==> config.mk <==
export PLATFORM = sky130hd
export DESIGN_NAME = texel_to_rgba5551_clip_blend
export DESIGN_NICKNAME = d
export VERILOG_FILES = /design/src/rtl/tx5551_pkg.sv /design/src/rtl/tx5551_cfg.sv /design/src/rtl/tx5551_clip.sv /design/src/rtl/tx5551_conv.sv /design/src/rtl/texel_to_rgba5551_clip_blend.sv
export SDC_FILE = /design/constraint.sdc
export NUM_CORES = 1
export LEC_CHECK = 0
export BUFFER_PORTS_ARGS = -buffer_cell sky130_fd_sc_hd__clkbuf_2
export CORE_MARGIN = 4
export CORE_UTILIZATION = 44
export CTS_BUF_LIST = sky130_fd_sc_hd__clkbuf_8 sky130_fd_sc_hd__clkbuf_16
export DETAILED_ROUTE_END_ITERATION = 7
export REMOVE_ABC_BUFFERS = 1
export SYNTH_ARGS = -nofsm -noshare
export SYNTH_HDL_FRONTEND = slang
export SYNTH_SLANG_ARGS = --single-unit
==> constraint.sdc <==
create_clock -name clk_i -period 13.16 [get_ports clk_i]
set_input_delay 0 -clock clk_i [delete_from_list [all_inputs] [get_ports clk_i]]
set_output_delay 0 -clock clk_i [all_outputs]
set_load 0.01 [all_outputs]
==> src/rtl/tx5551_pkg.sv <==
`timescale 1ns / 1ps
// ----------------------------------------------------------------------------
// tx5551_pkg
// Shared types, codes and helper functions for the texel to RGBA5551 converter.
// ----------------------------------------------------------------------------
package tx5551_pkg;

  localparam int unsigned CfgIdxW  = 2;
  localparam int unsigned CfgDataW = 11;
  localparam int unsigned DimW     = 11;
  localparam int unsigned AddrW    = 20;

  typedef enum logic [2:0] {
    FMT_I4     = 3'd0,
    FMT_IA4    = 3'd1,
    FMT_I8     = 3'd2,
    FMT_IA8    = 3'd3,
    FMT_RGBA16 = 3'd4,
    FMT_RGBA32 = 3'd5
  } fmt_e;

  typedef enum logic [CfgIdxW-1:0] {
    CFG_FORMAT = 2'd0,
    CFG_KEEP   = 2'd1,
    CFG_WIDTH  = 2'd2,
    CFG_HEIGHT = 2'd3
  } cfg_idx_e;

  typedef struct packed {
    logic [31:0]        texel;
    logic signed [15:0] pos_x;
    logic signed [15:0] pos_y;
    logic [15:0]        old_pixel;
  } in_item_t;

  typedef struct packed {
    logic [AddrW-1:0] pixel_address;
    logic [15:0]      first_pixel;
    logic             first_write;
    logic [15:0]      second_pixel;
    logic             second_write;
  } out_item_t;

  typedef struct packed {
    logic [15:0] first_pixel;
    logic        first_write;
    logic [15:0] second_pixel;
    logic        second_write;
  } pix_t;

  typedef struct packed {
    logic [2:0]      fmt;
    logic            keep;
    logic [DimW-1:0] width;
    logic [DimW-1:0] height;
  } cfg_t;

  typedef struct packed {
    logic             on_screen;
    logic [AddrW-1:0] addr;
  } clip_t;

  function automatic logic [15:0] spread4(logic [3:0] i);
    return {i, 1'b0, i, 1'b0, i, 1'b0, 1'b1};
  endfunction

  function automatic logic [15:0] spread5(logic [4:0] i);
    return {i, i, i, 1'b1};
  endfunction

endpackage

==> src/rtl/tx5551_cfg.sv <==
`timescale 1ns / 1ps
// ----------------------------------------------------------------------------
// tx5551_cfg
// Configuration registers with screen size saturation.
// ----------------------------------------------------------------------------
module tx5551_cfg #(
  parameter int MAX_SCREEN_DIM = 1024
) (
  input  logic                              clk_i,
  input  logic                              rst_ni,
  input  logic                              cfg_valid_i,
  input  logic [tx5551_pkg::CfgIdxW-1:0]    cfg_index_i,
  input  logic [tx5551_pkg::CfgDataW-1:0]   cfg_data_i,
  output tx5551_pkg::cfg_t                  cfg_o
);

  logic [2:0]                  fmt_q;
  logic                        keep_q;
  logic [tx5551_pkg::DimW-1:0] width_q;
  logic [tx5551_pkg::DimW-1:0] height_q;

  always_ff @(posedge clk_i or negedge rst_ni) begin
    if (!rst_ni) begin
      fmt_q    <= 3'(tx5551_pkg::FMT_I4);
      keep_q   <= 1'b0;
      width_q  <= 11'd320;
      height_q <= 11'd240;
    end else if (cfg_valid_i) begin
      case (tx5551_pkg::cfg_idx_e'(cfg_index_i))
        tx5551_pkg::CFG_FORMAT: fmt_q    <= cfg_data_i[2:0];
        tx5551_pkg::CFG_KEEP:   keep_q   <= cfg_data_i[0];
        tx5551_pkg::CFG_WIDTH:  width_q  <= cfg_data_i[tx5551_pkg::DimW-1:0];
        tx5551_pkg::CFG_HEIGHT: height_q <= cfg_data_i[tx5551_pkg::DimW-1:0];
        default: ;
      endcase
    end
  end

  always_comb begin
    cfg_o.fmt    = fmt_q;
    cfg_o.keep   = keep_q;
    cfg_o.width  = (32'(width_q) > MAX_SCREEN_DIM) ? 11'(MAX_SCREEN_DIM) : width_q;
    cfg_o.height = (32'(height_q) > MAX_SCREEN_DIM) ? 11'(MAX_SCREEN_DIM) : height_q;
  end

endmodule

==> src/rtl/tx5551_clip.sv <==
`timescale 1ns / 1ps
// ----------------------------------------------------------------------------
// tx5551_clip
// Screen clipping and linear framebuffer address.
// ----------------------------------------------------------------------------
module tx5551_clip (
  input  logic signed [15:0]          pos_x_i,
  input  logic signed [15:0]          pos_y_i,
  input  logic [tx5551_pkg::DimW-1:0] width_i,
  input  logic [tx5551_pkg::DimW-1:0] height_i,
  output tx5551_pkg::clip_t           clip_o
);

  logic                          x_in;
  logic                          y_in;
  logic [2*tx5551_pkg::DimW-1:0] row_base;
  logic [2*tx5551_pkg::DimW-1:0] lin;

  assign x_in = !pos_x_i[15] && (pos_x_i[14:0] < 15'(width_i));
  assign y_in = !pos_y_i[15] && (pos_y_i[14:0] < 15'(height_i));

  assign row_base = 22'(pos_y_i[tx5551_pkg::DimW-1:0]) * 22'(width_i);
  assign lin      = row_base + 22'(pos_x_i[tx5551_pkg::DimW-1:0]);

  always_comb begin
    clip_o.on_screen = x_in && y_in;
    clip_o.addr      = clip_o.on_screen ? lin[tx5551_pkg::AddrW-1:0] : '0;
  end

endmodule

==> src/rtl/tx5551_conv.sv <==
`timescale 1ns / 1ps
// ----------------------------------------------------------------------------
// tx5551_conv
// Texel format decode to RGBA5551, transparency handling and RGBA32 blend.
// ----------------------------------------------------------------------------
module tx5551_conv (
  input  logic [31:0]       texel_i,
  input  logic [15:0]       old_pixel_i,
  input  logic [2:0]        fmt_i,
  input  logic              keep_i,
  output tx5551_pkg::pix_t  pix_o
);

  // x / 255 as (x + (x >> 8) + 1) >> 8, exact over the blend range
  function automatic logic [4:0] blend_ch(logic [7:0] t, logic [4:0] o, logic [7:0] a);
    logic [16:0] x;
    logic [16:0] q;
    x = 17'(t) * 17'(a) + 17'({o, 3'b000}) * 17'(8'd255 - a);
    q = (x + (x >> 8) + 17'd1) >> 8;
    return q[7:3];
  endfunction

  logic [7:0]  tex_byte;
  logic [3:0]  hi_nib;
  logic [3:0]  lo_nib;
  logic [7:0]  alpha;
  logic [15:0] blend_val;
  logic [15:0] val1;
  logic [15:0] tval1;
  logic [15:0] val2;
  logic        opq1;
  logic        opq2;
  logic        use1;
  logic        use2;

  assign tex_byte = texel_i[7:0];
  assign hi_nib   = tex_byte[7:4];
  assign lo_nib   = tex_byte[3:0];
  assign alpha    = texel_i[7:0];

  assign blend_val = {blend_ch(texel_i[31:24], old_pixel_i[15:11], alpha),
                      blend_ch(texel_i[23:16], old_pixel_i[10:6], alpha),
                      blend_ch(texel_i[15:8], old_pixel_i[5:1], alpha),
                      1'b1};

  always_comb begin
    val1  = '0;
    tval1 = 16'd1;
    val2  = '0;
    opq1  = 1'b0;
    opq2  = 1'b0;
    use1  = 1'b0;
    use2  = 1'b0;
    case (fmt_i)
      3'(tx5551_pkg::FMT_I4): begin
        use1 = 1'b1;
        use2 = 1'b1;
        opq1 = hi_nib != 4'd0;
        opq2 = lo_nib != 4'd0;
        val1 = tx5551_pkg::spread4(hi_nib);
        val2 = tx5551_pkg::spread4(lo_nib);
      end
      3'(tx5551_pkg::FMT_IA4): begin
        use1 = 1'b1;
        use2 = 1'b1;
        opq1 = hi_nib[0];
        opq2 = lo_nib[0];
        val1 = tx5551_pkg::spread4(hi_nib & 4'hE);
        val2 = tx5551_pkg::spread4(lo_nib & 4'hE);
      end
      3'(tx5551_pkg::FMT_I8): begin
        use1 = 1'b1;
        opq1 = tex_byte[7:3] != 5'd0;
        val1 = tx5551_pkg::spread5(tex_byte[7:3]);
      end
      3'(tx5551_pkg::FMT_IA8): begin
        use1 = 1'b1;
        opq1 = lo_nib != 4'd0;
        val1 = tx5551_pkg::spread4(hi_nib);
      end
      3'(tx5551_pkg::FMT_RGBA16): begin
        use1  = 1'b1;
        opq1  = texel_i[0];
        val1  = texel_i[15:0];
        tval1 = texel_i[15:0] | 16'd1;
      end
      3'(tx5551_pkg::FMT_RGBA32): begin
        use1 = 1'b1;
        opq1 = alpha != 8'd0;
        val1 = blend_val;
      end
      default: ;
    endcase
  end

  always_comb begin
    pix_o = '0;
    if (use1) begin
      if (opq1) begin
        pix_o.first_pixel = val1;
        pix_o.first_write = 1'b1;
      end else if (!keep_i) begin
        pix_o.first_pixel = tval1;
        pix_o.first_write = 1'b1;
      end
    end
    if (use2) begin
      if (opq2) begin
        pix_o.second_pixel = val2;
        pix_o.second_write = 1'b1;
      end else if (!keep_i) begin
        pix_o.second_pixel = 16'd1;
        pix_o.second_write = 1'b1;
      end
    end
  end

endmodule

==> src/rtl/texel_to_rgba5551_clip_blend.sv <==
`timescale 1ns / 1ps
// ----------------------------------------------------------------------------
// texel_to_rgba5551_clip_blend
// Texel to RGBA5551 conversion with framebuffer clipping and RGBA32 blending.
// ----------------------------------------------------------------------------
// Input channel: in_valid_i / in_stall_o carry one texel item with its screen
// position and the framebuffer pixel now at that position. Output channel:
// out_valid_o / out_stall_i carry one result item per input item, holding the
// linear address and up to two pixel writes.
// An item is registered at the input, converted and clipped in one pass of
// logic, and registered at the output, which drives out_valid_o; one item is
// taken every cycle while the receiver does not stall.
// When the receiver stalls, the output register holds its item and the input
// register can still take one more item; only with both full is in_stall_o
// raised.
// The configuration channel (cfg_valid_i / cfg_ready_o) is always ready; the
// user must write it only while the block is idle; nothing here enforces it.
// Reset empties both stages and loads format i4, transparent write enabled,
// a 320 by 240 screen.
// ----------------------------------------------------------------------------
module texel_to_rgba5551_clip_blend #(
  parameter int MAX_SCREEN_DIM = 1024
) (
  input  logic                            clk_i,
  input  logic                            rst_ni,
  input  logic                            in_valid_i,
  output logic                            in_stall_o,
  input  tx5551_pkg::in_item_t            in_data_i,
  output logic                            out_valid_o,
  input  logic                            out_stall_i,
  output tx5551_pkg::out_item_t           out_data_o,
  input  logic                            cfg_valid_i,
  output logic                            cfg_ready_o,
  input  logic [tx5551_pkg::CfgIdxW-1:0]  cfg_index_i,
  input  logic [tx5551_pkg::CfgDataW-1:0] cfg_data_i
);

  tx5551_pkg::cfg_t      cfg;
  tx5551_pkg::pix_t      pix;
  tx5551_pkg::clip_t     clip;
  tx5551_pkg::in_item_t  in_q;
  tx5551_pkg::out_item_t out_d;
  tx5551_pkg::out_item_t out_q;
  logic                  in_valid_q;
  logic                  out_valid_q;
  logic                  out_load;
  logic                  in_load;

  assign cfg_ready_o = 1'b1;

  tx5551_cfg #(
    .MAX_SCREEN_DIM(MAX_SCREEN_DIM)
  ) u_cfg (
    .clk_i      (clk_i),
    .rst_ni     (rst_ni),
    .cfg_valid_i(cfg_valid_i),
    .cfg_index_i(cfg_index_i),
    .cfg_data_i (cfg_data_i),
    .cfg_o      (cfg)
  );

  assign out_load   = in_valid_q && (!out_valid_q || !out_stall_i);
  assign in_stall_o = in_valid_q && out_valid_q && out_stall_i;
  assign in_load    = in_valid_i && !in_stall_o;

  always_ff @(posedge clk_i or negedge rst_ni) begin
    if (!rst_ni) begin
      in_valid_q <= 1'b0;
    end else if (in_load || out_load) begin
      in_valid_q <= in_load;
    end
  end

  always_ff @(posedge clk_i) begin
    if (in_load) begin
      in_q <= in_data_i;
    end
  end

  tx5551_conv u_conv (
    .texel_i    (in_q.texel),
    .old_pixel_i(in_q.old_pixel),
    .fmt_i      (cfg.fmt),
    .keep_i     (cfg.keep),
    .pix_o      (pix)
  );

  tx5551_clip u_clip (
    .pos_x_i (in_q.pos_x),
    .pos_y_i (in_q.pos_y),
    .width_i (cfg.width),
    .height_i(cfg.height),
    .clip_o  (clip)
  );

  always_comb begin
    out_d               = '0;
    out_d.pixel_address = clip.addr;
    if (clip.on_screen) begin
      out_d.first_pixel  = pix.first_pixel;
      out_d.first_write  = pix.first_write;
      out_d.second_pixel = pix.second_pixel;
      out_d.second_write = pix.second_write;
    end
  end

  always_ff @(posedge clk_i or negedge rst_ni) begin
    if (!rst_ni) begin
      out_valid_q <= 1'b0;
    end else if (out_load) begin
      out_valid_q <= 1'b1;
    end else if (!out_stall_i) begin
      out_valid_q <= 1'b0;
    end
  end

  always_ff @(posedge clk_i) begin
    if (out_load) begin
      out_q <= out_d;
    end
  end

  assign out_valid_o = out_valid_q;
  assign out_data_o  = out_q;

endmodule

==> results.yml <==
setup_path:
  start_kind: "flop"
  startpoint: "in_q[48]"
  criticalPathCategory: "flop to flop"
  critPathSlowestCell: "fa_1"
  required_ps: 13360
  cp_common_cell: "fa_1"
  timing.rr.start: "in_q[48]"
  arrival_ps: 9390
  critPathMaxStageDelay_ps: 530
  end_kind: "flop"
  cp_max_fo: 38
die:
  io_pins: 155
  die_y_um: 232.8
  die_w_um: 232.8
  row_count: 82
  initial_utilization_pct: 44.39
  dieArea_um2: 54170
  design.core.area_um2: 50070
cts:
  clock-sinks: 150
  post_cts.repair.setup_buffers: 0
  cts_made_buffers: 17
  cts_root_buffer: "clkbuf_16"
  clock_latency_ps: 480
  h-tree-depth: 4
  cts_tree: "built"
  clk_path_buf_depth: 2
  clk_pin_slew_worst_paths_ps: 70
  cts_resized: 0
place:
  place_hpwl_mm: 40.77
  io_buffer_count: 149
  gp_congestion: 0.8724
  placed_area_um2: 23600
synth:
  synth_edf_count: 122
  ys_seq_area_share_pct: 19.67
  yosys_register_bits: 150
  synthesis.area_um2: 22230
  synthCells: 2370
  synth.distinct_cells: 78
  synth-main-ff-cell: "edfxtp_1"
  ys_async_sr_fraction_pct: 18.67
  yosysWarnings: 0
  syn_area_per_cell_um2: 9.378
sta:
  setup_violations: 0
  relSlewSlack_pct: 27.75
  worstMarginPinSlew_ps: 1082
  finalSetupTns_ps: 0
  max_freq_mhz: 108.9
  hold_viol: 0
  drv_slew: 0
  skew_ps: 16.61
  finalCriticalPeriod_ps: 9186
  rsz0062_at_grt: "no"
  finalCritPeriodShare_pct: 69.80
detailed_routing:
  post_drt_via_cell_ratio: 5.067
  first_pass_iters: 5
  wl_per_cell_um: 16.36
  drc: 0
  drt_first_iter_violations: 837
  final_antenna_net_count: 0
  wirelength_mm: 53.21
  vias: 16480
global_routing:
  grt_first_pass_wirelength_mm: 87.42
  antenna_found_initial: 0
  groute.usage.overall_pct: 20.42
  grt_pass1_vias: 17350
  overflow: 0
  grt_start_max_net_pins: 46
layout:
  area_growth_pct: 13.42
  nNetsFinal: 3226
  design_area_um2: 25210
  layout-drive-gt1-share_pct: 9.802
  antenna_cells: 0
outcome:
  outcome: "finished clean"
job:
  cap_violations: 0
worst_hold_path:
  hp-class: "input port to asynchronous set/reset pin"
==> metal layers <==
layer	track usage [%]	share of wire, %	wire length (µm)	vias up
li1	-	-	-	7907
met2	34.74	48	25690	346
met5	0	0	0	-
met3	3.526	4.4	2349	69
met4	5.939	2.5	1349	0
met1	26.83	45	23830	8161
==> critical path, delay by kind of cell, from the launching register on <==
kind                     cells  cell delay (ps)
buffers and inverters        6              970
adder cells (fa/ha/maj)     10             4310
flip-flops                   1              330
AO/OA/AOI/OAI                6             1480
AND/OR/NAND/NOR              6              990
XOR/XNOR                     3              810
==> sequential cells by signal, summed over array words and instances (netlist names) <==
| name | cells |
|---|---|
| in_valid_q | 1 |
| out_valid_o | 1 |
| u_cfg.fmt_q | 3 |
| out_data_o | 43 |
| u_cfg.keep_q | 1 |
| in_q | 79 |
| u_cfg.height_q | 11 |
| u_cfg.width_q | 11 |
==> synth_stat cells, types with 6 or more instances <==
| cell type | count | area (µm²) |
|---|---|---|
| a211o_1 | 6 | 52.55 |
| dfstp_2 | 6 | 157.7 |
| a21o_1 | 22 | 165.2 |
| nor2b_1 | 93 | 581.8 |
| ha_1 | 272 | 3403 |
| o31ai_1 | 8 | 60.06 |
| buf_4 | 12 | 90.09 |
| nor3b_1 | 6 | 45.04 |
| a31oi_1 | 8 | 50.05 |
| o22ai_1 | 10 | 62.56 |
| and2_1 | 136 | 850.8 |
| nor2_1 | 84 | 315.3 |
| a211oi_1 | 6 | 45.04 |
| fa_1 | 288 | 5766 |
| buf_1 | 6 | 22.52 |
| a21boi_0 | 7 | 52.55 |
| mux2_2 | 25 | 281.5 |
| nand3_1 | 19 | 95.09 |
| nand2b_1 | 51 | 319.1 |
| xnor2_1 | 57 | 499.2 |
| and3_1 | 8 | 50.05 |
| a21oi_1 | 70 | 350.3 |
| o21ai_1 | 8 | 40.04 |
| inv_1 | 479 | 1798 |
| a2111oi_0 | 8 | 70.07 |
| clkbuf_1 | 70 | 262.8 |
| edfxtp_1 | 122 | 3664 |
| xor2_1 | 32 | 280.3 |
| o21a_1 | 12 | 90.09 |
| nor3_1 | 23 | 115.1 |
| nand2_1 | 250 | 938.4 |
| dfrtp_1 | 22 | 550.5 |
| nor4_1 | 9 | 56.30 |
| o21ai_0 | 44 | 220.2 |
==> final cells by class <==
cell class | count | area [µm²]
clock buffer | 20 | 500.5
clock inverter | 12 | 131.4
fill | 4680 | 24860
inverter | 480 | 1802
multi-input combinational | 1653 | 15690
sequential | 150 | 4372
tap | 672 | 840.8
timing repair buffer | 266 | 1869
==> stage by stage <==
step / setup slack (ps) / std cells / hold WS [ps] / util [%]
2_1_floorplan: 4794 / 2283 / -295.6 / -
5_1_grt: 3442 / 3253 / 169.4 / 50.35
6_report: 3974 / 3253 / 129.4 / 50.35
3_5_place_dp: 3958 / 3123 / 104.8 / 47.13
4_1_cts: 3927 / 3253 / 112.4 / 50.35
3_3_place_gp: 4112 / 3123 / 90.91 / 47.13
==> logic make-up after synthesis <==
kind of cell,after synthesis,synth area share (%)
xor+xnor,89,3.507
other cells,2,0.03379
flops,150,19.67
simple gates,713,16.36
compound gates,260,7.943
fa+ha+maj,560,41.25
mux,27,1.413
buf+inv,569,9.818
==> layout by cell type (no fill, tap or decap), types with 8 or more instances in the layout <==
master / n
a2111oi_0: 8
edfxtp_1: 122
buf_4: 19
a31oi_1: 8
o21ai_0: 44
nor2_1: 84
and2_1: 135
a21o_1: 22
nand2_1: 250
inv_1: 480
clkbuf_16: 20
dlygate4sd3_1: 98
nor3_1: 23
o21ai_1: 8
nand3_1: 19
xor2_1: 32
nand2b_1: 51
nor2b_1: 93
clkbuf_2: 149
dfrtp_1: 22
mux2_2: 25
o22ai_1: 10
ha_1: 272
fa_1: 288
o31ai_1: 8
nor4_1: 9
and3_1: 8
xnor2_1: 57
a21oi_1: 70
o21a_1: 12
==> final timing paths <==
path	slack, ps	cells after the start	endpoint
max in group asynchronous	12530	2	in_valid_q
min in group clk_i	230	2	in_q[63]
worst min register to register	490	1	out_valid_o
worst max register to register	3970	31	out_data_o[26]
worst min-delay path	130	2	u_cfg.width_q[4]
worst max-delay path	3970	31	out_data_o[26]
==> what timing repair did <==
| item | in CTS | in global routing |
|---|---|---|
| hold buffers | 98 | 0 |
| setup endpoints to repair | 0 | 0 |
| endpoints found under the hold margin | 135 | 0 |
Power is not shown: default switching activity piles up to over one toggle a cycle in this logic, so the estimate is an artifact.
